==> src/hdl/md4m_pkg.sv <==
// md4m_pkg: shared types, constants and mixing functions of the md4 matcher
// no dependencies
`timescale 1ns / 1ps

package md4m_pkg;

    localparam int PASSWORD_LENGTH = 6;
    localparam int PW_CHARS        = (PASSWORD_LENGTH < 7) ? PASSWORD_LENGTH : 7;
    localparam logic [31:0] BIT_LEN = 32'(8 * PASSWORD_LENGTH);
    localparam int NUM_STEPS       = 41;

    localparam logic [31:0] IV_A = 32'h67452301;
    localparam logic [31:0] IV_B = 32'hefcdab89;
    localparam logic [31:0] IV_C = 32'h98badcfe;
    localparam logic [31:0] IV_D = 32'h10325476;
    localparam logic [31:0] K2   = 32'h5A827999;
    localparam logic [31:0] K3   = 32'h6ED9EBA1;

    // round codes
    localparam logic [1:0] RND_F = 2'd0;
    localparam logic [1:0] RND_G = 2'd1;
    localparam logic [1:0] RND_H = 2'd2;

    // register indexes
    localparam logic [2:0] REG_TGT_LO = 3'd0;
    localparam logic [2:0] REG_TGT_HI = 3'd1;
    localparam logic [2:0] REG_CT0    = 3'd2;
    localparam logic [2:0] REG_CT1    = 3'd3;
    localparam logic [2:0] REG_CT2    = 3'd4;
    localparam logic [2:0] REG_CT3    = 3'd5;

    // one pipeline slot
    typedef struct packed {
        logic             vld;
        logic [29:0]      id;
        logic [31:0]      m0;
        logic [31:0]      m1;
        logic [3:0][31:0] r;
    } md4m_st_t;

    function automatic logic [31:0] mix(input logic [1:0] rnd, input logic [31:0] x,
                                        input logic [31:0] y, input logic [31:0] z);
        logic [31:0] res;
        unique case (rnd)
            RND_F:   res = (x & y) | (~x & z);
            RND_G:   res = (x & y) | (x & z) | (y & z);
            default: res = x ^ y ^ z;
        endcase
        return res;
    endfunction

    function automatic logic [31:0] rotl(input logic [31:0] x, input logic [4:0] s);
        logic [63:0] w;
        w = {x, x} << s;
        return w[63:32];
    endfunction

    function automatic logic [31:0] rotr(input logic [31:0] x, input logic [4:0] s);
        logic [63:0] w;
        w = {x, x} >> s;
        return w[31:0];
    endfunction

    function automatic logic [4:0] r3_shift(input logic [1:0] j);
        logic [4:0] s;
        unique case (j)
            2'd0:    s = 5'd3;
            2'd1:    s = 5'd9;
            2'd2:    s = 5'd11;
            default: s = 5'd15;
        endcase
        return s;
    endfunction

endpackage

==> src/hdl/md4m_msg.sv <==
// md4m_msg: first pipeline stage, builds the password block words
// depends on md4m_pkg
`timescale 1ns / 1ps

module md4m_msg
    import md4m_pkg::*;
(
    input  logic             clk,
    input  logic             rst_n,
    input  logic             en,
    input  logic             vld,
    input  logic [29:0]      id,
    input  logic [255:0]     char_table,
    output md4m_st_t         st_reg
);

    logic [63:0] pw;
    logic [39:0] id_ext;
    md4m_st_t    st_next;

    // character lookup and marker byte
    always_comb
    begin
        logic [4:0] k;
        id_ext = {10'd0, id};
        pw     = '0;
        for (int i = 0; i < PW_CHARS; i++)
        begin
            k = id_ext[5*i +: 5];
            pw[8*i +: 8] = char_table[{k, 3'b000} +: 8];
        end
        if (PW_CHARS < 8)
        begin
            pw[8*PW_CHARS +: 8] = 8'h80;
        end
        st_next.vld = vld;
        st_next.id  = id;
        st_next.m0  = pw[31:0];
        st_next.m1  = pw[63:32];
        st_next.r   = {IV_D, IV_C, IV_B, IV_A};
    end

    // stage register, valid bit and payload
    always_ff @(posedge clk or negedge rst_n)
    begin
        if (!rst_n)
        begin
            st_reg <= '0;
        end
        else if (en)
        begin
            st_reg <= st_next;
        end
    end

endmodule

==> config.mk <==
export PLATFORM = sky130hd
export DESIGN_NAME = md4m_msg
export DESIGN_NICKNAME = d
export VERILOG_FILES = /design/src/hdl/md4m_pkg.sv /design/src/hdl/md4m_msg.sv
export SDC_FILE = /design/constraint.sdc
export NUM_CORES = 1
export LEC_CHECK = 0
export BUFFER_PORTS_ARGS = -buffer_cell sky130_fd_sc_hd__buf_4
export CORE_MARGIN = 1
export CORE_UTILIZATION = 40
export CTS_CLUSTER_SIZE = 10
export DETAILED_ROUTE_END_ITERATION = 10
export PLACE_DENSITY = 0.65
export SYNTH_ARGS = -nofsm -noshare
export SYNTH_HDL_FRONTEND = slang
export SYNTH_SLANG_ARGS = --single-unit
export TNS_END_PERCENT = 50
==> constraint.sdc <==
create_clock -name clk -period 3.5 [get_ports clk]
set_clock_uncertainty 0.1 [all_clocks]
set_input_delay 0 -clock clk [delete_from_list [all_inputs] [get_ports clk]]
set_output_delay 0 -clock clk [all_outputs]
set_load 0.005 [all_outputs]
=== Word level (Yosys, flattened, before mapping) ===
Cells that the tools add are included.

* Logic and storage cells: 12
* Input port bits: 290
* Bits in registers: 82
* Output and inout port bits: 223

* Shift-type cells: 6

{| class="wikitable"
|+ Operator list
! cell !! number
|-
| $shiftx 256x9->8 || 6
|}

=== Logic depth before layout (Yosys ltp) ===
* Depth in word-level cells: 1
* Depth in mapped cells: 8
* Depth with buffers taken out: 5

=== Worst setup path after synthesis ===
OpenSTA, ideal clock, no wires.

* Path type: input-to-reg
* Start point: in id[25]
* End point: reg st_reg[136] in the netlist's numbering
* Path slack: 1.694 ns
* Data required time: 3.265 ns
* Buffers on the path: 2
* Stages on the path: 7
* Arrival: 1.572 ns
* Setup time: 0.135 ns
* Cell sequence: buf_2 > buf_2 > mux4_2 > a22oi_1 > mux2i_1 > a221oi_1 > o31ai_1

* Word-level cells in the longest chain between the ends: 1

{| class="wikitable"
|+ RTL lines
! what !! line !! RTL
|-
| start: declaration || md4m_msg.sv:12 || <nowiki>input logic [29:0] id,</nowiki>
|-
| $shiftx 256x9->8 || md4m_msg.sv:30 || <nowiki>pw[8*i +: 8] = char_table[{k, 3'b000} +: 8];</nowiki>
|-
| end signal: assignment || md4m_msg.sv:52 || <nowiki>st_reg <= st_next;</nowiki>
|-
| end: declaration || md4m_msg.sv:14 || <nowiki>output md4m_st_t st_reg</nowiki>
|}

No other way between the ends.
A chain may end at the register's enable or synchronous reset.

=== Worst setup path in the final report ===
* Start point: in id[17]
* End point: reg st_reg[188] in the netlist's numbering

Same word-level chain as after synthesis.

==> summary.txt <==
Synth
  – Post-synth EDFFs: 0
  – Top cells by area, synth: mux4_2 (42%), dfrtp_1 (12%), mux2i_1 (11%)
  – Distinct cell type count after synthesis: 48
  – Ys async rst share: 100%
  – Post-synthesis cell count: 1424
  – Avg Inst Size Synth: 11.5 µm²
  – Sequential area share after synthesis: 12.2%
  – Most frequent cell after synthesis: mux4_2
  – Synth cell count leaders: mux4_2 (306), mux2i_1 (176), buf_4 (147)
  – Synth top area share: between 40% and 50%
  – Post-Syn Area: around 0.016 mm²
  – Main flop type after synthesis: dfrtp_1
  – YS warnings: 0
  – Post-synthesis register bit count: 80
  – Largest area contributor in the synthesized netlist: mux4_2

Power
  – Sw Ratio: 39.9%
  – Combinational Power Share: 53.6%
  – Flop pwr share: 24.5%
  – IR drop worst, VDD: 196 µV
  – Clk network pwr share: a little over a fifth
  – Power Total: 4.91 mW
  – Net Switching: just under 2 mW
  – PwrDens: 250 mW/mm²
  – Cell internal pwr: 2.95 mW
  – Leakage power: approximately 8 nW

GRT
  – Met2 Usage GRT: 57.6%
  – GRT Util Overall: a little over a third
  – M3 GR Usage: about 8.1%
  – Initial antenna violation count: 7
  – M1 GR Usage: 45.7%
  – Grt ovf: 0
  – Vias in the first global route: 15846
  – First-pass GRT wire length: between 100000 and 150000 µm
  – Most Crowded Layer GR: met2
  – Largest net degree at the start of global routing: 67

Placement
  – Gpl congestion: 1.05
  – IO buf count: around 430
  – Post-DP Area: 0.0192 mm²
  – DP HPWL: ~57000 µm

Critical path
  – CP max FO: 54
  – Slowest Stage Delay on Critical Path: 0.68 ns
  – Critical Path Start Type: input pin
  – Critical path's slowest cell: buf_4
  – CP endpoint kind: flip-flop
  – Critical path class: in -> reg
  – Crit-path cells: buf_4 -> buf_4 -> nor2b_1 -> a22oi_1 -> nand4_1 -> dlygate4sd3_1 -> o2111ai_1
  – Arr. time, crit path: between 2 and 3 ns
  – Req. time, crit path: between 3 and 4 ns
  – Dominant cell type by count on the critical path: buf_4

Drt
  – DR vias: roughly 16000
  – WL/cell: 33.9 µm
  – ANT nets after route: 0
  – # DRC: 0
  – DRT Wirelength: roughly 76000 µm
  – First DRT Iteration DRCs: between 2000 and 2500
  – Vias per Instance: 7.25
  – 1st-pass router iterations: 5

Clocking
  – TritonCTS buffer count: 9
  – CTS tree: built
  – Worst-Skew Late Latency: 0.37 ns
  – Hold_buf cts: 20
  – Total setup buffers inserted after CTS: 0
  – CTS clk-pin slew, worst paths: 0.08 ns
  – Root buffer cell: clkbuf_16
  – Htree depth: 3
  – Clock sink count: 80
  – CTS max path bufs: 2
  – CTS resizes: 0

Timing
  – Max Slew Vio Count: 0
  – Final period util: between 70% and 80%
  – Setup TNS: 0 ns
  – Final setup vio count: 0
  – Worst relative slew slack: just over 30%
  – Minimum clock period: 2.46 ns
  – Slew at the pin with the worst max-slew slack: around 1.0 ns
  – RSZ-0062 raised after global routing: false
  – Fmax: 406 MHz
  – Final Hold Viols: 0

Final layout
  – Share of layout cells above drive strength 1: 50.1%
  – Final Cell Area: just under 0.02 mm²
  – Final net count: 2007
  – Flip-flop and latch area: 0.00200 mm²
  – Area of the multi-input gates: 0.0128 mm²
  – Area Growth Syn to Fin: 20.3%
  – Max reg flops: 80
  – Filler instances: 3647

Run status
  – Status: finished, final reports clean

Die
  – Starting Density: between 40% and 50%
  – Area of the core: 0.0400 mm²
  – Die width: 204 µm
  – Die height: 204 µm
  – Rows: 73
  – I/O pins: 513
  – Full die area: 0.0417 mm²

Job
  – Max-cap violations: 0

Hold path
  – Min-Delay Path Class: in -> reg
[final timing paths]
kind                                 startpoint     endpoint  slack, ns  cells after the start
worst max-delay path                     id[17]  st_reg[188]       1.04                      7
worst min-delay path            char_table[197]  st_reg[141]       0.02                      5
worst max register to register       st_reg[65]   st_reg[65]       2.15                      1
worst min register to register      st_reg[222]  st_reg[222]       0.41                      1
max in group asynchronous                 rst_n  st_reg[203]       2.27                      3
min in group asynchronous                 rst_n  st_reg[208]       0.13                      2
[cell usage in the layout, fill, tap and decap left out, types with 6 or more instances in the layout]
master / n
a2111oi_0: 6
a211oi_1: 16
a21oi_1: 30
a221oi_1: 19
a22oi_1: 102
a31oi_1: 15
and2_1: 7
and3_1: 16
buf_4: 468
clkbuf_16: 9
conb_1: 79
dfrtp_1: 79
dlygate4sd3_1: 20
inv_1: 17
mux2_2: 60
mux2i_1: 176
mux4_2: 306
nand2_1: 49
nand3_1: 36
nand4_1: 12
nor2_1: 37
nor2b_1: 32
nor3_1: 11
o2111ai_1: 10
o211ai_1: 7
o21ai_0: 20
o22ai_1: 6
[area by class of cell]
cell class,instances,share of cell area [%]
well taps,525,3.34
repair buffers,492,19.3
flip-flops and latches,80,10.2
clock inverters,7,0.426
diodes,4,0.0509
inverters,18,0.343
multi-input cells,1116,65.2
clock buffers,9,1.14
[per-stage QoR]
| stage | hold slack [ns] | utilization, % | setup WS (ns) | instances |
|---|---|---|---|---|
| 2_1_floorplan | -0.396 | - | 1.69 | 1502 |
| 3_3_place_gp | -0.00901 | 47.9 | 1.05 | 2211 |
| 3_5_place_dp | -0.0119 | 47.9 | 1.04 | 2211 |
| 4_1_cts | 0.00337 | 49.2 | 1.18 | 2247 |
| 5_1_grt | 0.0109 | 49.2 | 0.967 | 2250 |
| 6_report | 0.0150 | 49.2 | 1.04 | 2251 |
[kinds of logic (layout without fill, tap and decap cells)]
family,Yosys count,count (layout),synth area share (%)
muxes,546,546,57.7
and+or+nand+nor,222,222,6.90
AOI/OAI and AO/OA,269,269,12.1
DFF,80,80,12.2
buffers and inverters,306,526,11.1
other,1,83,0.0229
[routing by layer]
metal / vias to the layer above / part of all wire (%)
li1: 6331 / -
met1: 8115 / 33
met2: 1616 / 47
met3: 265 / 13
met4: 4 / 6.5
met5: - / 0.041
[critical path, delay by kind of cell]
| kind | cells | cell delay [ns] |
|---|---|---|
| AND/OR/NAND/NOR | 2 | 0.65 |
| AO/OA/AOI/OAI | 2 | 0.29 |
| buffers and inverters | 3 | 1.65 |
[power groups by stage]
stage / registers, mW / clock network, mW / logic (mW)
after floorplan: 1.15 / 0 / 1.49
after global placement: 1.21 / 0 / 2.51
after detailed placement: 1.21 / 0 / 2.55
after CTS: 1.20 / 1.07 / 2.57
after global routing: 1.21 / 1.11 / 2.76
final: 1.21 / 1.07 / 2.63
(Power assumes the default switching activity.)
