File: config.mk
export PLATFORM = sky130hd
export DESIGN_NAME = md4m_derive
export DESIGN_NICKNAME = d
export VERILOG_FILES = /design/src/hdl/md4m_pkg.sv /design/src/hdl/md4m_derive.sv
export SDC_FILE = /design/constraint.sdc
export NUM_CORES = 1
export LEC_CHECK = 0
export BUFFER_PORTS_ARGS = -buffer_cell sky130_fd_sc_hd__buf_4
export CAP_MARGIN = 20
export CORE_UTILIZATION = 55
export CTS_CLUSTER_SIZE = 25
export DETAILED_ROUTE_END_ITERATION = 10
export PLACE_DENSITY = 0.85
export SYNTH_ARGS = -nofsm -noshare
export SYNTH_HDL_FRONTEND = slang
export SYNTH_SLANG_ARGS = --single-unit
File: constraint.sdc
create_clock -name clk -period 5.8 [get_ports clk]
set_clock_uncertainty 0.1 [all_clocks]
set_input_delay 1.16 -clock clk [delete_from_list [all_inputs] [get_ports clk]]
set_output_delay 1.16 -clock clk [all_outputs]
set_load 0.05 [all_outputs]
File: src/hdl/md4m_pkg.sv
// md4m_pkg: shared types, constants and mixing functions of the md4 matcher
// no dependencies
`timescale 1ns / 1ps

package md4m_pkg;

    localparam int PASSWORD_LENGTH = 6;
    localparam int PW_CHARS        = (PASSWORD_LENGTH < 7) ? PASSWORD_LENGTH : 7;
    localparam logic [31:0] BIT_LEN = 32'(8 * PASSWORD_LENGTH);
    localparam int NUM_STEPS       = 41;

    localparam logic [31:0] IV_A = 32'h67452301;
    localparam logic [31:0] IV_B = 32'hefcdab89;
    localparam logic [31:0] IV_C = 32'h98badcfe;
    localparam logic [31:0] IV_D = 32'h10325476;
    localparam logic [31:0] K2   = 32'h5A827999;
    localparam logic [31:0] K3   = 32'h6ED9EBA1;

    // round codes
    localparam logic [1:0] RND_F = 2'd0;
    localparam logic [1:0] RND_G = 2'd1;
    localparam logic [1:0] RND_H = 2'd2;

    // register indexes
    localparam logic [2:0] REG_TGT_LO = 3'd0;
    localparam logic [2:0] REG_TGT_HI = 3'd1;
    localparam logic [2:0] REG_CT0    = 3'd2;
    localparam logic [2:0] REG_CT1    = 3'd3;
    localparam logic [2:0] REG_CT2    = 3'd4;
    localparam logic [2:0] REG_CT3    = 3'd5;

    // one pipeline slot
    typedef struct packed {
        logic             vld;
        logic [29:0]      id;
        logic [31:0]      m0;
        logic [31:0]      m1;
        logic [3:0][31:0] r;
    } md4m_st_t;

    function automatic logic [31:0] mix(input logic [1:0] rnd, input logic [31:0] x,
                                        input logic [31:0] y, input logic [31:0] z);
        logic [31:0] res;
        unique case (rnd)
            RND_F:   res = (x & y) | (~x & z);
            RND_G:   res = (x & y) | (x & z) | (y & z);
            default: res = x ^ y ^ z;
        endcase
        return res;
    endfunction

    function automatic logic [31:0] rotl(input logic [31:0] x, input logic [4:0] s);
        logic [63:0] w;
        w = {x, x} << s;
        return w[63:32];
    endfunction

    function automatic logic [31:0] rotr(input logic [31:0] x, input logic [4:0] s);
        logic [63:0] w;
        w = {x, x} >> s;
        return w[31:0];
    endfunction

    function automatic logic [4:0] r3_shift(input logic [1:0] j);
        logic [4:0] s;
        unique case (j)
            2'd0:    s = 5'd3;
            2'd1:    s = 5'd9;
            2'd2:    s = 5'd11;
            default: s = 5'd15;
        endcase
        return s;
    endfunction

endpackage

File: src/hdl/md4m_derive.sv
// md4m_derive: target registers and the sequencer that reduces the target
// depends on md4m_pkg
`timescale 1ns / 1ps

module md4m_derive
    import md4m_pkg::*;
(
    input  logic             clk,
    input  logic             rst_n,
    input  logic             wr,
    input  logic [2:0]       wr_index,
    input  logic [63:0]      wr_data,
    output logic             busy,
    output logic [3:0][31:0] tgt_reg
);

    logic [63:0] lo_reg, hi_reg;
    logic        busy_reg;
    logic [2:0]  cnt_reg;
    logic [3:0]  j;
    logic [1:0]  t;
    logic [31:0] f;
    logic [3:0][31:0] tgt_next;

    assign busy = busy_reg;
    assign j    = 4'd0 - {1'b0, cnt_reg};
    assign t    = 2'd0 - j[1:0];

    // load target minus the IV, then undo one round-3 step per cycle, j = 15 down to 9
    always_comb
    begin
        tgt_next = tgt_reg;
        f = mix(RND_H, tgt_reg[t + 2'd1], tgt_reg[t + 2'd2], tgt_reg[t + 2'd3]);
        if (cnt_reg == 3'd0)
        begin
            tgt_next[0] = lo_reg[31:0]  - IV_A;
            tgt_next[1] = lo_reg[63:32] - IV_B;
            tgt_next[2] = hi_reg[31:0]  - IV_C;
            tgt_next[3] = hi_reg[63:32] - IV_D;
        end
        else
        begin
            tgt_next[t] = rotr(tgt_reg[t], r3_shift(j[1:0])) - f - K3;
        end
    end

    // target registers and sequencer control
    always_ff @(posedge clk or negedge rst_n)
    begin
        if (!rst_n)
        begin
            lo_reg   <= '0;
            hi_reg   <= '0;
            busy_reg <= 1'b1;
            cnt_reg  <= '0;
        end
        else if (wr && (wr_index == REG_TGT_LO || wr_index == REG_TGT_HI))
        begin
            if (wr_index == REG_TGT_LO)
            begin
                lo_reg <= wr_data;
            end
            else
            begin
                hi_reg <= wr_data;
            end
            busy_reg <= 1'b1;
            cnt_reg  <= '0;
        end
        else if (busy_reg)
        begin
            cnt_reg  <= cnt_reg + 3'd1;
            busy_reg <= (cnt_reg != 3'd7);
        end
    end

    // working registers
    always_ff @(posedge clk)
    begin
        if (busy_reg)
        begin
            tgt_reg <= tgt_next;
        end
    end

endmodule

# Yosys cells after proc, flatten, opt, wreduce, memory -nomap -nowiden
# Index checks and enable logic that the tools add are counted.
# word_totals
word_cells,60
regBits,260
in_bits,70
output_inout_bits,129
# classes
add_sub_neg,12
reduce_logical,9
eq_ne,4
n_mux,18
order_cmp,5
bitwise,3
n_shift,1
# op_table
operator,n
32-bit binary-select mux with 2-bit select,4
32-bit two-way mux,5
128-bit bitwise mux,1
128-bit two-way mux,1
32-bit demux with 2-bit select,1
64-bit by 5-bit >> shifter with 32-bit output,1
32-bit by 31-bit subtractor with 32-bit output (second input constant),2
32-bit subtractor (second input constant),2
32-bit bitwise XOR,2
32-bit by 29-bit subtractor with 32-bit output (second input constant),1
32-bit subtractor,1
2-bit by 3-bit less-than comparator with 1-bit output (second input constant),4
4-bit one-hot mux with 3 select lines,1
3-bit zero test,2
3-bit two-way mux,2
5-bit two-way mux,1
2-bit adder (second input constant),2
2-bit AND reduction,2
1-bit by 2-bit subtractor with 2-bit output (first input constant),2
3-bit by 1-bit adder with 3-bit output (second input constant),1
3-bit by 1-bit == test with 1-bit output (second input constant),1
3-bit != test (second input constant),1
2-bit by 1-bit adder with 2-bit output (second input constant),1
2-bit by 1-bit == test with 1-bit output (second input constant),1
8 further kinds,10

# Depth between registers and ports, before layout
# depth
depth_word,11
mapped_depth,28
mapped_depth_nobuf,20

# Least setup slack after synthesis
# No wires, ideal clock.
# synth_timing
path_kind,reg2reg
startpoint,reg cnt_reg[0]
endpoint,"reg tgt_reg[27] in the netlist's numbering, data pin"
required_time_ns,5.444
stages_incl_launch_ff,27
setup_slack_ns,-0.517
t_arrival_ns,5.962
synth_period_minus_slack_ns,6.317
setup_ns,0.256
path_buffers,9
cell_sequence,dfrtp_1 > buf_2 > inv_1 > clkbuf_1 > clkbuf_1 > ha_1 > buf_6 > buf_4 > buf_2 > buf_2 > buf_2 > buf_2 > mux2i_1 > xnor2_1 > a21oi_1 > ha_1 > ha_1 > fa_1 > a21oi_1 > o21ai_0 > o211ai_1 > a31oi_1 > o211ai_1 > nand2b_1 > a311oi_1 > xnor2_1 > a31o_2
# synth_lines
element,line,source
start: declaration,md4m_derive.sv:19,logic [2:0] cnt_reg;
start signal: assignment,md4m_derive.sv:72,cnt_reg <= cnt_reg + 3'd1;
end signal: assignment,md4m_derive.sv:82,tgt_reg <= tgt_next;
end: declaration,md4m_derive.sv:14,output logic [3:0][31:0] tgt_reg

==> metrics.cfg <==
[status]
status=finished clean

[sta]
fin_setup_tns_ns=0
hold_viol_final=0
finalCritPeriodShare_pct=95.7
post-route-min-period_ns=5.55
fmax_mhz=180
slew_headroom_pct=28.9
setup_violations=0
worstMarginPinSlew_ns=1.06
slew_violations=0
rsz0062_at_grt=false

[layout]
layout_commonest_cell=buf_4
layout_common_cells=244 x buf_4, 170 x nand2_1, 163 x xnor2_1
drive_above_1_share_pct=25.0
fillers=2551
stdcell_area_sq_um=21300
largest_register_ffs=128
nets=2091
antenna_cells=0
synthToLayoutAreaGrowth_pct=16.8

[logic_synthesis]
synthFlopType=dfrtp_1
yosys-top-cells-area=edfxtp_1 21%, dfrtp_1 18%, mux2_2 8.0%
postSynth.asyncResetShare_pct=50.8
yosys.area.top_type=edfxtp_1
yosys_warnings=0
avgSynthCellArea_sq_um=10.4
synthesis.nets=1907
ys_ff_latch=260
synth_top_area_share_pct=21.0
syn_area_sq_um=18300
syn_inst=1765
synth_cell_types=74
yosysSeqAreaShare_pct=39.1
synth_edf_count=128

[grt]
grt_pass1_vias=14420
grt_pass1_wl_um=88900
antenna_found_initial=0
grt_max_degree=83
grt_use_total_pct=35.3
overflow=0

[routing]
drt-pass1-iter-count=6
routed-wl-met3_um=6720
avgViaCountPerCell=6.36
drt-met1-wl_um=24600
num_vias=15334
wl_per_cell_um=24.9
wl_um=60100
top_layer=met4
drc=0
wl_met2_um=26900
ant_nets=0
drt_iter0_markers=1771

[critical_path]
path_cells=inv_1, ha_4, buf_4, mux2_4, mux4_2, o21ai_0, mux2i_1, ha_1, ha_1, fa_1, a21oi_2, o21ai_1, o211ai_1, a31oi_1, buf_4, o211ai_1, nand2b_1, a311oi_2, xnor2_2, a31o_2
crit_family=compound AO/OA/AOI/OAI gates
critical_path_required_ns=5.98
slowest_stage=mux4_2
cp_slowest_stage_delay_ns=0.46
startpoint_type=register
end_kind=register
worst-path-buf-inv=3
crit_path_max_fanout=8
crit_arrival_ns=5.73
criticalPathCategory=reg2reg

[place]
place_congestion=1.07
port_buffers=198
placed_cell_area_sq_um=20400
dpl.hpwl_um=46200

[clock_network]
clk_latency_ns=0.54
cts-root-buf=clkbuf_16
cts_tree=done
cts_max_level=1
cts_buffer_depth=3
cts_sinks=260
clkTransAtPathRegs_ns=0.06
cts_made_buffers=26

[flow_run]
maxCapViolCount=0

[floorplanning]
start_util_pct=56.0
die_h_um=184
rows=66
core_sq_um=32600
die_area_sq_um=33900
fp.dieW_um=184
ios=199

[hold_path]
worstHoldPathType=in2async

## logic make-up (layout without fill, tap and decap cells)
group / count (synthesis) / in the layout / share of synthesized area, %
AND/OR/NAND/NOR: 399 / 399 / 9.79
flip-flops: 260 / 260 / 39.1
XOR/XNOR: 260 / 260 / 12.5
AO/OA/AOI/OAI: 361 / 361 / 12.6
buffers and inverters: 137 / 340 / 2.96
multiplexers: 276 / 276 / 18.1
adder cells (fa/ha/maj): 72 / 72 / 4.97
## timing repair
item                       in CTS  in global routing
buffers inserted                0                  2
hold buffers                    0                  0
gates resized for setup         0                 10
setup endpoints to repair       0                 34
## metrics by stage
| step | cells | worst slack, ns | util, % | hold slack [ns] |
|---|---|---|---|---|
| after CTS | 2407 | 0.190 | 65.2 | 0.414 |
| after floorplan | 1765 | 0.0139 | - | 0.381 |
| after global routing | 2410 | 0.000947 | 65.4 | 0.355 |
| after detailed placement | 2360 | 0.251 | 62.5 | 0.398 |
| after global placement | 2360 | 0.351 | 62.5 | 0.391 |
| final | 2410 | 0.248 | 65.4 | 0.354 |
## final timing paths
path / startpoint / end / slack, ns / cells after the start
worst max-delay path: cnt_reg[1] / tgt_reg[59] / 0.25 / 20
worst min-delay path: rst_n / lo_reg[42] / 0.35 / 1
worst max register to register: cnt_reg[1] / tgt_reg[59] / 0.25 / 20
worst min register to register: hi_reg[32] / hi_reg[32] / 0.42 / 1
max in group asynchronous: rst_n / lo_reg[55] / 4.00 / 3
min in group clk: hi_reg[32] / hi_reg[32] / 0.42 / 1
## area by class of cell
cell class	count	area [sq um]	area share, %
Clock buffer	35	747	3.50
Clock inverter	12	126	0.592
Inverter	44	165	0.774
Multi-Input combinational cell	1368	10700	50.0
Sequential cell	260	7150	33.5
Tap cell	442	553	2.59
Timing Repair Buffer	249	1930	9.05
## metal layers
metal	GRT usage (%)	up-vias
li1	-	6812
met1	51.1	7446
met2	53.6	960
met3	6.54	116
met4	11.2	0
met5	0	-
## synth_stat cells (11+ instances only)
master,instances
o21ai_0,84
a31o_2,12
nor2_1,107
edfxtp_1,128
ha_1,71
xor2_1,96
buf_1,11
a21o_1,18
a21oi_1,66
buf_2,12
xnor2_1,164
dfrtp_1,131
nand3_1,36
o22ai_1,88
mux2i_1,114
mux2_2,130
nand2_1,170
mux4_2,30
clkbuf_1,68
nand2b_1,13
a31oi_1,11
inv_1,43
nor3_1,15
Power is left out: the tool's default activity adds up to more than one toggle a clock period on the data nets, which glitch-free logic cannot reach.
