[config.mk]
export PLATFORM = sky130hd
export DESIGN_NAME = md4m_step
export DESIGN_NICKNAME = d
export VERILOG_FILES = /design/src/hdl/md4m_pkg.sv /design/src/hdl/md4m_step.sv
export SDC_FILE = /design/constraint.sdc
export NUM_CORES = 1
export LEC_CHECK = 0
export ABC_CLOCK_PERIOD_IN_PS = 1400
export BUFFER_PORTS_ARGS = -buffer_cell sky130_fd_sc_hd__buf_2
export CORE_ASPECT_RATIO = 1.1
export CORE_UTILIZATION = 45
export CTS_CLUSTER_SIZE = 14
export DETAILED_ROUTE_END_ITERATION = 10
export GPL_TIMING_DRIVEN = 0
export HOLD_SLACK_MARGIN = 0.08
export PLACE_DENSITY = 0.69
export SLEW_MARGIN = 25
export SYNTH_ARGS = -nofsm -noshare
export SYNTH_HDL_FRONTEND = slang
export SYNTH_SLANG_ARGS = --single-unit
[constraint.sdc]
create_clock -name clk -period 1.4 [get_ports clk]
set_clock_uncertainty 0.05 [all_clocks]
set_input_delay 0.07 -clock clk [delete_from_list [all_inputs] [get_ports clk]]
set_output_delay 0.07 -clock clk [all_outputs]
set_load 0.05 [all_outputs]
[src/hdl/md4m_pkg.sv]
// md4m_pkg: shared types, constants and mixing functions of the md4 matcher
// no dependencies
`timescale 1ns / 1ps

package md4m_pkg;

    localparam int PASSWORD_LENGTH = 6;
    localparam int PW_CHARS        = (PASSWORD_LENGTH < 7) ? PASSWORD_LENGTH : 7;
    localparam logic [31:0] BIT_LEN = 32'(8 * PASSWORD_LENGTH);
    localparam int NUM_STEPS       = 41;

    localparam logic [31:0] IV_A = 32'h67452301;
    localparam logic [31:0] IV_B = 32'hefcdab89;
    localparam logic [31:0] IV_C = 32'h98badcfe;
    localparam logic [31:0] IV_D = 32'h10325476;
    localparam logic [31:0] K2   = 32'h5A827999;
    localparam logic [31:0] K3   = 32'h6ED9EBA1;

    // round codes
    localparam logic [1:0] RND_F = 2'd0;
    localparam logic [1:0] RND_G = 2'd1;
    localparam logic [1:0] RND_H = 2'd2;

    // register indexes
    localparam logic [2:0] REG_TGT_LO = 3'd0;
    localparam logic [2:0] REG_TGT_HI = 3'd1;
    localparam logic [2:0] REG_CT0    = 3'd2;
    localparam logic [2:0] REG_CT1    = 3'd3;
    localparam logic [2:0] REG_CT2    = 3'd4;
    localparam logic [2:0] REG_CT3    = 3'd5;

    // one pipeline slot
    typedef struct packed {
        logic             vld;
        logic [29:0]      id;
        logic [31:0]      m0;
        logic [31:0]      m1;
        logic [3:0][31:0] r;
    } md4m_st_t;

    function automatic logic [31:0] mix(input logic [1:0] rnd, input logic [31:0] x,
                                        input logic [31:0] y, input logic [31:0] z);
        logic [31:0] res;
        unique case (rnd)
            RND_F:   res = (x & y) | (~x & z);
            RND_G:   res = (x & y) | (x & z) | (y & z);
            default: res = x ^ y ^ z;
        endcase
        return res;
    endfunction

    function automatic logic [31:0] rotl(input logic [31:0] x, input logic [4:0] s);
        logic [63:0] w;
        w = {x, x} << s;
        return w[63:32];
    endfunction

    function automatic logic [31:0] rotr(input logic [31:0] x, input logic [4:0] s);
        logic [63:0] w;
        w = {x, x} >> s;
        return w[31:0];
    endfunction

    function automatic logic [4:0] r3_shift(input logic [1:0] j);
        logic [4:0] s;
        unique case (j)
            2'd0:    s = 5'd3;
            2'd1:    s = 5'd9;
            2'd2:    s = 5'd11;
            default: s = 5'd15;
        endcase
        return s;
    endfunction

endpackage

[src/hdl/md4m_step.sv]
// md4m_step: one registered md4 step, step number tied at the instance
// depends on md4m_pkg
`timescale 1ns / 1ps

module md4m_step
    import md4m_pkg::*;
(
    input  logic      clk,
    input  logic      rst_n,
    input  logic      en,
    input  logic [5:0] step,
    input  md4m_st_t  st_in,
    output md4m_st_t  st_reg
);

    logic [1:0]  rnd;
    logic [3:0]  j;
    logic [3:0]  widx;
    logic [1:0]  t;
    logic [31:0] x;
    logic [31:0] kc;
    logic [4:0]  s;
    logic [31:0] f;
    md4m_st_t    st_next;

    assign rnd = step[5:4];
    assign j   = step[3:0];
    assign t   = 2'd0 - j[1:0];

    // message word, constant and rotation of this step
    always_comb
    begin
        unique case (rnd)
            RND_F:
            begin
                widx = j;
                kc   = '0;
                unique case (j[1:0])
                    2'd0:    s = 5'd3;
                    2'd1:    s = 5'd7;
                    2'd2:    s = 5'd11;
                    default: s = 5'd19;
                endcase
            end
            RND_G:
            begin
                widx = {j[1:0], j[3:2]};
                kc   = K2;
                unique case (j[1:0])
                    2'd0:    s = 5'd3;
                    2'd1:    s = 5'd5;
                    2'd2:    s = 5'd9;
                    default: s = 5'd13;
                endcase
            end
            default:
            begin
                widx = {j[0], j[1], j[2], j[3]};
                kc   = K3;
                s    = r3_shift(j[1:0]);
            end
        endcase
        unique case (widx)
            4'd0:    x = st_in.m0;
            4'd1:    x = st_in.m1;
            4'd14:   x = BIT_LEN;
            default: x = '0;
        endcase
    end

    // step datapath
    always_comb
    begin
        f = mix(rnd, st_in.r[t + 2'd1], st_in.r[t + 2'd2], st_in.r[t + 2'd3]);
        st_next      = st_in;
        st_next.r[t] = rotl(st_in.r[t] + f + x + kc, s);
    end

    // stage register, valid bit and payload
    always_ff @(posedge clk or negedge rst_n)
    begin
        if (!rst_n)
        begin
            st_reg <= '0;
        end
        else if (en)
        begin
            st_reg <= st_next;
        end
    end

endmodule

Word-level counts from Yosys, hierarchy flattened --
Cells that the tools add are included.
Word-level totals: bits in registers 223, input bits 232, output and inout bits 223, logic and storage cells 59
Operators by class: $add $sub $neg 7, magnitude comparators 5, equality and inequality tests 5, shift-type cells 1, mux-type cells 19, bitwise logic cells 10, reduce and logical (&&, ||, !) cells 4
Operators with widths (count):
- 32-bit binary-select mux with 2-bit select | 4
- 32-bit 2-to-1 mux | 5
- 32-bit bitwise AND | 4
- 128-bit bitwise mux | 1
- 32-bit adder | 3
- 32-bit OR | 3
- 32-bit one-hot mux with 3 select lines | 1
- 32-bit demux with 2-bit select | 1
- 32-bit one-hot mux with 2 select lines | 1
- 64-bit by 5-bit << shifter with 64-bit output | 1
- 32-bit bitwise XOR | 2
- 31-bit one-hot mux with 2 select lines | 1
- 32-bit inverter | 1
- 4-bit one-hot mux with 3 select lines | 2
- 5-bit one-hot mux with 3 select lines | 1
- 2-bit by 3-bit less-than comparator with 1-bit output, second input constant | 4
- 5-bit one-hot mux with 2 select lines | 1
- 4-bit one-hot mux with 2 select lines | 1
- 2-bit adder, second input constant | 2
- 2-bit by 1-bit == test with 1-bit output, second input constant | 2
- 4-bit by 1-bit == test with 1-bit output, second input constant | 1
- 4-bit == test, second input constant | 1
- 2-bit logical NOT | 2
- 4-bit logical NOT | 1
- 5 further kinds | 5

Logic depth before layout (Yosys ltp) --
Gate-level depths: netlist (run 1).
depth in word-level cells 13, gate-level depth with buffers 29, depth with buffers taken out 26

Least setup slack after synthesis (run 1) --
OpenSTA, ideal clock, no wires.
path type input to register, start point input step[0], end point register st_reg[100] (netlist name), library setup time 145 ps, arrival 6447 ps, required time 1205 ps, setup slack -5242 ps, stages 26, path through buf_2 -> buf_2 -> buf_1 -> clkbuf_1 -> buf_1 -> mux2i_1 -> nand2_1 -> o21ai_0 -> fa_1 -> o21ai_0 -> fa_1 -> inv_1 -> fa_1 -> inv_1 -> ha_1 -> buf_2 -> o21ai_0 -> a22oi_1 -> nand3_1 -> a211oi_1 -> o2111ai_1 -> and3_1 -> o32ai_4 -> nor3_2 -> o31ai_2 -> o221ai_1
On the way: longest elaborated chain between the ends 13, elaborated cells between the ends (all ways) 45
Ends and longest elaborated chain:
- from (decl) | line md4m_step.sv:11 | input logic [5:0] step,
- 1-bit by 2-bit subtractor with 2-bit output | line md4m_step.sv:28 | assign t = 2'd0 - j[1:0];
- 2-bit by 1-bit adder with 2-bit output / 2-bit adder (equally long branches) | line md4m_step.sv:74 | f = mix(rnd, st_in.r[t + 2'd1], st_in.r[t + 2'd2], st_in.r[t + 2'd3]);
- 32-bit binary-select mux with 2-bit select | line md4m_step.sv:74
- 32-bit 2-to-1 mux (not written as such) | line md4m_step.sv:74
- 32-bit bitwise AND, or another cell as far along | line md4m_pkg.sv:45, md4m_pkg.sv:46
- 32-bit OR / 32-bit bitwise AND (equally long branches) | line md4m_pkg.sv:46, md4m_pkg.sv:45
- 32-bit OR (on tied branches) | line md4m_pkg.sv:46, md4m_pkg.sv:45
- 32-bit one-hot mux with 2 select lines | line md4m_pkg.sv:44 | unique case (rnd)
- 32-bit adder (3 in series) | line md4m_step.sv:76 | st_next.r[t] = rotl(st_in.r[t] + f + x + kc, s);
- 64-bit by 5-bit << shifter with 64-bit output | line md4m_pkg.sv:54 | w = {x, x} << s;
- 128-bit bitwise mux * | line md4m_step.sv:76
- to (signal assigned) | line md4m_step.sv:88 | st_reg <= st_next;
- to (decl) | line md4m_step.sv:13 | output md4m_st_t st_reg
Every way passes the cells marked *; elsewhere a longest branch is shown, timed or not. The select of a mux whose other input is x is not followed. A chain may end at the register's enable or synchronous reset.

Final worst setup path (run 1) --
start point input step[0], end point register st_reg[44] (netlist name)
Same word-level chain as after synthesis.

==> summary.md, run 1 <==
| Metric | Value |
|---|---|
| Slowest-stage cell, CP | `fa_1` |
| Setup crit start kind | `input port` |
| CTS tree | `built` |
| VDD IR max | `1.81 mV` |
| Die Ht | `221 um` |
| Max-cap violations | `0` |
| I/O Pins | `455` |
| Root buffer cell | `clkbuf_16` |
| RePlAce Congestion | `1.06` |
| Worst slew margin | `24.5%` |
| Post-synth EDFFs | `0` |
| Synth Cell Area | `0.0197 mm^2` |
| Post-route minimum period | `5.64 ns` |
| Num rows | `79` |
| CTS max path bufs | `3` |
| Total track usage | `45.5%` |
| CTS sink cnt | `223` |
| Delay of the slowest cell on the worst path | `0.57 ns` |
| Hold Buf Count CTS | `225` |
| Drt pass-1 iters | `8` |
| Transition time of the tightest slew-check pin | `1.13 ns` |
| # DRC | `0` |
| Layout Nets | `3426` |
| Syn_nets | `2581` |
| Vias in the first global route | `23200` |
| Crit path launch | `step[0]` |
| Drt wl/cell | `29.1 um` |
| Gr ovfl total | `0` |
| CORE AREA | `0.0427 mm^2` |
| Area share of the largest cell type after synthesis | `28.4%` |
| R2R Path Start | `st_reg[13]` |
| Yosys top cell by area | `dfrtp_1` |
| Wire length after detailed routing | `106000 um` |
| Layout Utilization | `72.2%` |
| Yosys reg bits | `223` |
| Status | `finished, violations left` |
| Pwr per Cell Area | `2180 mW/mm^2` |
| Post-route ant nets | `0` |
| Initial antenna violation count | `8` |
| CTS buffer count | `24` |
| Via count | `24000` |
| Area Growth Syn to Fin | `56.9%` |
| Critical Path Sink Type | `flip-flop` |
| DP Worst Slack | `-6.32 ns` |
| Fin worst setup slack | `-4.24 ns` |
| WP data arrival | `6.06 ns` |
| Post-Syn Area per Cell | `8.87 um^2` |
| Initial core utilization | `46.0%` |
| HP Class | `input port to async pin` |
| Detailed placement HPWL | `77300 um` |
| Period utilisation layout | `403%` |
| Synth async-reset ratio | `100%` |
| Failing checks | `hold timing, setup timing` |
| H-tree levels | `1` |
| Die area | `0.0445 mm^2` |
| Synth area leaders | `dfrtp_1, mux2_2, fa_1` |
| Cell with the most instances after synthesis | `dfrtp_1` |
| Peak Freq | `177 MHz` |
| RSZ-0062 raised after global routing | `yes` |
| # port buffers | `453` |
| Seq/Total Area, Yosys | `28.4%` |
| Worst-skew pair later-pin latency | `0.57 ns` |
| Worst Setup Path Type | `input port to flip-flop` |
| Fin. max-slew vios | `0` |
| Synth top cells by count | `dfrtp_1, nand2_1, o21ai_0` |
| Vias per Instance | `6.57` |
| Setup-failing EPs final | `223` |
| Final Hold Vio Count | `127` |
| Maximum fanout along the worst path | `8` |
| Max FFs per register | `223` |
| Layout cells sized above 1 | `43.2%` |
| Hold WS | `-0.509 ns` |
| Cells after Synth | `2217` |
| Leak | `13.1 nW` |
| Unique masters post-synth | `85` |
| Initial DRC Count | `2600` |
| TNS Setup | `-591.74 ns` |
| Critical Path RT | `1.82 ns` |
| Most frequent cell on the critical path | `buf_12` |
| Synth Warn # | `0` |
| Global-route wire length before repair | `151000 um` |
| Total power | `67.2 mW` |
| Largest net degree at the start of global routing | `97` |
| Die Wd | `201 um` |
| Main synth FF type | `dfrtp_1` |
| Clk pin slew, worst setup/hold paths | `0.06 ns` |
-- final timing paths --
path                            slack [ns]  cells after the start     endpoint
worst min register to register        0.45                      1  st_reg[220]
worst min-delay path                 -0.51                      3   st_reg[82]
max in group asynchronous             0.53                      5  st_reg[168]
worst max register to register        0.25                      3   st_reg[13]
worst max-delay path                 -4.24                     29   st_reg[44]
min in group clk                      0.16                      6   st_reg[42]
-- worst max-delay path, delay by kind of cell --
family          cells  cell delay (ns)
fa+ha+maj           4             1.92
simple gates        3             0.49
compound gates     10             1.93
mux                 1             0.19
buf+inv            11             1.43
-- power breakdown --
group / internal [mW] / switching, mW
Combinational: 20.0 / 32.3
Clock: 3.69 / 2.78
Sequential: 7.63 / 0.757
-- repair_timing --
| action | CTS | global route |
|---|---|---|
| hold endpoints to repair | 350 | 127 |
| cloned | 3 | 1 |
| pin swaps | 110 | 136 |
| resized for setup | 384 | 277 |
| setup endpoints to repair | 223 | 223 |
| buffers inserted | 80 | 66 |
-- through the flow --
step | area, um^2 | hold slack [ns] | instances
floorplan | 20400 | -0.276 | 2217
global placement | 23400 | 0.253 | 3237
detailed placement | 23400 | -0.0565 | 3240
CTS | 29200 | -0.512 | 3581
global route | 30800 | -0.486 | 3644
finish | 30800 | -0.509 | 3648
-- logic make-up (layout without fill, tap and decap cells) --
family / count (synthesis) / after routing / synth area share, %
adder cells (fa/ha/maj): 132 / 132 / 11.6
other: 0 / 7 / 0
AO/OA/AOI/OAI: 693 / 693 / 23.1
buffers and inverters: 306 / 1163 / 5.94
flip-flops: 223 / 223 / 28.4
AND/OR/NAND/NOR: 558 / 558 / 13.0
XOR/XNOR: 22 / 22 / 1.05
multiplexers: 283 / 283 / 17.0
-- final cells by class --
class	count	area [um^2]
Inverter	143	543
Clock inverter	6	91.3
Tap cell	567	709
Fill cell	3152	11900
Multi-Input combinational cell	1688	16000
Sequential cell	223	5580
Timing Repair Buffer	825	6060
Clock buffer	32	671
Buffer	157	1180
Antenna cell	7	17.5
-- placed cells by master (no fill, tap or decap), types with 21 or more instances in the layout --
cell and instances:
o21ai_2 62, nor2_1 122, clkbuf_1 88, mux2i_1 70, dlygate4sd3_1 223, a31oi_1 59
a21oi_2 33, buf_6 26, mux4_2 25, a22oi_1 25, buf_12 26, ha_1 25
a21oi_4 21, o21ai_0 64, buf_4 111, nor2b_1 51, o21ai_4 27, fa_1 69
mux2_2 147, mux2i_4 23, buf_2 457, a21oi_1 78, o21ai_1 51, clkbuf_16 34
o211ai_1 49, o221ai_2 44, nand2_1 189, dfrtp_1 223, nand3_1 63, inv_1 128
-- layer usage --
| metal | track usage [%] | up-vias | wire length, um |
|---|---|---|---|
| met5 | 0 | - | 36 |
| met4 | 32.1 | 6 | 9720 |
| met3 | 11.3 | 556 | 12100 |
| met2 | 71.0 | 1884 | 47000 |
| met1 | 55.0 | 11700 | 37400 |
| li1 | - | 9849 | - |
No activity file was read; power rests on OpenSTA's default activity.
==> run 2, diff against run 1 <==
Settings changed: CORE_ASPECT_RATIO 1.1 to unset, CORE_UTILIZATION 45 to 56, PLACE_DENSITY 0.69 to 0.83.
==> run 2 against run 1 <==
  * The flow now stops in global routing
  * Synthesized cell count is the same
  * Synthesized area is the same
==> summary.md, run 2 <==
| Metric | Value |
|---|---|
| Post-synth EDFFs | `0 (unchanged)` |
| Status | `stopped before the end (was finished, violations left)` |
| I/O Pins | `455 (unchanged)` |
| Largest net degree at the start of global routing | `97` |
| Gr ovfl total | `503` |
| Yosys reg bits | `223 (unchanged)` |
| Area share of the largest cell type after synthesis | `28.4% (unchanged)` |
| CTS buffer count | `24 (unchanged)` |
| Root buffer cell | `clkbuf_16 (unchanged)` |
| Post-Syn Area per Cell | `8.87 um^2 (unchanged)` |
| Die Wd | `189 um (was 201 um)` |
| Main synth FF type | `dfrtp_1 (unchanged)` |
| RePlAce Congestion | `1.12 (was 1.06)` |
| H-tree levels | `1 (unchanged)` |
| Num rows | `68 (was 79)` |
| Post-DP Area | `0.0233 mm^2 (was 0.0234 mm^2)` |
| Synth area leaders | `dfrtp_1, mux2_2, fa_1 (unchanged)` |
| Synth async-reset ratio | `100% (unchanged)` |
| CTS sink cnt | `223 (unchanged)` |
| Syn_nets | `2581 (unchanged)` |
| Yosys top cell by area | `dfrtp_1 (unchanged)` |
| Total track usage | `87.2%` |
| Cell with the most instances after synthesis | `dfrtp_1 (unchanged)` |
| Halt Stage | `global routing` |
| Die Ht | `189 um (was 221 um)` |
| Synth Cell Area | `0.0197 mm^2 (unchanged)` |
| Detailed placement HPWL | `76100 um (was 77300 um)` |
| Cells after Synth | `2217 (unchanged)` |
| First Err | `[ERROR GRT-0232] Routing congestion too high. Check the congestion heatmap in the GUI.` |
| Initial core utilization | `56.9% (was 46.0%)` |
| # port buffers | `453 (unchanged)` |
| Unique masters post-synth | `85 (unchanged)` |
| Synth top cells by count | `dfrtp_1, nand2_1, o21ai_0 (unchanged)` |
| Synth Warn # | `0 (unchanged)` |
| Seq/Total Area, Yosys | `28.4% (unchanged)` |
| CTS max path bufs | `3 (unchanged)` |
==> run 2: cell counts after synthesis <==
Identical to the previous run, type by type.
==> run 2: per-stage QoR <==
step | setup slack (ns) | util [%] | hold WS (ns) | setup TNS (ns) | instances
after CTS | -4.20 | 84.2 | -0.00188 | -533.08 | 3481
after detailed placement | -6.29 | 67.5 | -0.0428 | -836.42 | 3127
after floorplan | -3.95 | - | -0.276 | -494.69 | 2217
after global placement | -6.20 | 67.2 | 0.252 | -1605.18 | 3125
==> run 2: repair_timing <==
item / in CTS
resized for setup: 393
setup buffers: 92
hold buffers: 224
pin swaps: 112
cloned: 2
hold endpoints to repair: 446
endpoints found under the setup margin: 223
==> run 2: metal layers <==
metal,global-route usage (%),GRT overflow
met5,43.1,1
met4,91.5,187
met3,76.5,16
met2,100,284
met1,85.4,15
==> run 2: logic make-up after synthesis <==
family | after synthesis | synth area share, %
flops | 223 | 28.4
mux | 283 | 17.0
compound gates | 693 | 23.1
fa+ha+maj | 132 | 11.6
xor+xnor | 22 | 1.05
simple gates | 558 | 13.0
buf+inv | 306 | 5.94
==> run 3, diff against run 2 <==
Settings changed: CORE_UTILIZATION 56 to 40, CTS_CLUSTER_SIZE 14 to unset, HOLD_SLACK_MARGIN 0.08 to unset, PLACE_DENSITY 0.83 to unset, PLACE_DENSITY_LB_ADDON set to 0.15.
==> run 3 against run 2 <==
  * The flow now finishes, with violations (hold timing, setup timing)
==> summary.md, run 3 (synthesized netlist as in run 1, its figures left out) <==
| Metric | Value |
|---|---|
| Status | `finished, violations left (was stopped before the end)` |
| Failing checks | `hold timing, setup timing` |
| Delay of the slowest cell on the worst path | `0.55 ns` |
| Initial antenna violation count | `11` |
| Total track usage | `40.9%` |
| Detailed placement HPWL | `82000 um (was 76100 um)` |
| Transition time of the tightest slew-check pin | `1.17 ns` |
| Final std cells w/o fill | `3766` |
| Final instance area | `0.0317 mm^2` |
| Wire length after detailed routing | `109000 um` |
| Num rows | `80 (was 68)` |
| Global-route wire length before repair | `150000 um` |
| Critical Path RT | `1.79 ns` |
| RSZ-0062 raised after global routing | `yes` |
| Die Ht | `224 um (was 189 um)` |
| CTS tree | `built` |
| H-tree levels | `1 (unchanged)` |
| Placed instance count | `3329 (was 3127)` |
| Vias per Instance | `6.24` |
| Critical Path Sink Type | `flip-flop` |
| Post-DP Area | `0.0236 mm^2 (was 0.0233 mm^2)` |
| Via count | `23500` |
| Worst Setup Path Type | `input port to flip-flop` |
| Vias in the first global route | `22300` |
| Fin worst setup slack | `-4.19 ns` |
| RePlAce Congestion | `1.02 (was 1.12)` |
| WP data arrival | `5.98 ns` |
| CTS max path bufs | `3 (unchanged)` |
| Setup-failing EPs final | `193` |
| Worst slew margin | `22.3%` |
| Slowest-stage cell, CP | `fa_1` |
| VDD IR max | `1.59 mV` |
| Die area | `0.0500 mm^2` |
| Max-cap violations | `0` |
| Root buffer cell | `clkbuf_16 (unchanged)` |
| Post-route ant nets | `0` |
| Hold WS | `-0.00632 ns` |
| HP Class | `input port to async pin` |
| Period utilisation layout | `399%` |
| # DRC | `0` |
| Layout Nets | `3446` |
| Most common cell after layout, fill and taps aside | `buf_2` |
| CORE AREA | `0.0481 mm^2` |
| CTS buffer count | `26 (was 24)` |
| I/O Pins | `455 (unchanged)` |
| Drt wl/cell | `28.9 um` |
| Initial core utilization | `40.8% (was 56.9%)` |
| Area Growth Syn to Fin | `61.3%` |
| Gr ovfl total | `0` |
| Setup crit start kind | `input port` |
| CTS sink cnt | `223 (unchanged)` |
| Drt pass-1 iters | `8` |
| Final Hold Vio Count | `3` |
| Largest net degree at the start of global routing | `87` |
| Die Wd | `224 um (was 189 um)` |
| Initial DRC Count | `2637` |
| # port buffers | `453 (unchanged)` |
| Worst-skew pair later-pin latency | `0.55 ns` |
| Peak Freq | `179 MHz` |
| Maximum fanout along the worst path | `8` |
| Fin. max-slew vios | `0` |
| Most frequent cell on the critical path | `buf_12` |
| Max FFs per register | `223` |
| Commonest non-fill, non-tap cells in the layout | `buf_2, dlygate4sd3_1, dfrtp_1` |
| Layout cells sized above 1 | `44.4%` |
| Clk pin slew, worst setup/hold paths | `0.06 ns` |
| Post-route minimum period | `5.59 ns` |
| Pwr per Cell Area | `2220 mW/mm^2` |
| Leak | `13.4 nW` |
| Total power | `70.4 mW` |
[run 3: area by class of cell]
cell class	instances	area (um^2)
clock buffer	36	759
clock inverter	12	146
timing repair buffer	842	6380
fill	3869	16400
sequential	223	5580
antenna	8	20.0
inverter	143	551
multi-input combinational	1688	16200
tap	656	821
buffer	158	1220
[run 3: timing repair]
| item | in CTS | in global routing |
|---|---|---|
| hold buffers | 224 | 0 |
| pin swaps | 90 | 131 |
| gates cloned | 0 | 8 |
| hold endpoints to repair | 446 | 0 |
| gates resized for setup | 342 | 393 |
| setup endpoints to repair | 223 | 223 |
| setup buffers | 60 | 101 |
[run 3: path summary, 6_finish.rpt]
kind	from	endpoint	slack, ns	depth (start not counted)
max reg2reg	st_reg[109]	st_reg[109]	0.28	3
max	step[0]	st_reg[13]	-4.19	29
max in group asynchronous	rst_n	st_reg[191]	0.41	3
min reg2reg	st_reg[207]	st_reg[207]	0.45	1
min in group clk	step[1]	st_reg[42]	0.14	6
min	rst_n	st_reg[90]	-0.006	2
[run 3: power breakdown]
group | leakage, nW | internal (mW) | switching (mW)
registers | 2.65 | 7.63 | 0.737
logic | 10.3 | 21.6 | 33.1
clock network | 0.452 | 4.35 | 2.95
[run 3: stage by stage]
step	util (%)	setup TNS, ns	worst slack, ns
after floorplan	-	-494.69	-3.95
after global placement	48.8	-1717.26	-6.70
after detailed placement	48.9	-897.40	-6.62
after CTS	60.4	-548.68	-4.23
after global routing	65.9	-548.82	-4.30
final	65.9	-528.42	-4.19
[run 3: layer usage]
layer	global-route usage, %	wire length, um	part of all wire, %	vias up
met3	10.3	11400	11	360
met5	0	13	0.012	-
met4	20.6	7270	6.7	2
li1	-	-	-	9874
met2	64.4	48200	44	1604
met1	52.2	41800	38	11700
[run 3: critical path: cells and delay by family]
kind,cells,cell delay [ns]
adder cells (fa/ha/maj),4,1.87
multiplexers,1,0.24
AND/OR/NAND/NOR,4,0.57
AO/OA/AOI/OAI,9,1.74
buffers and inverters,11,1.48
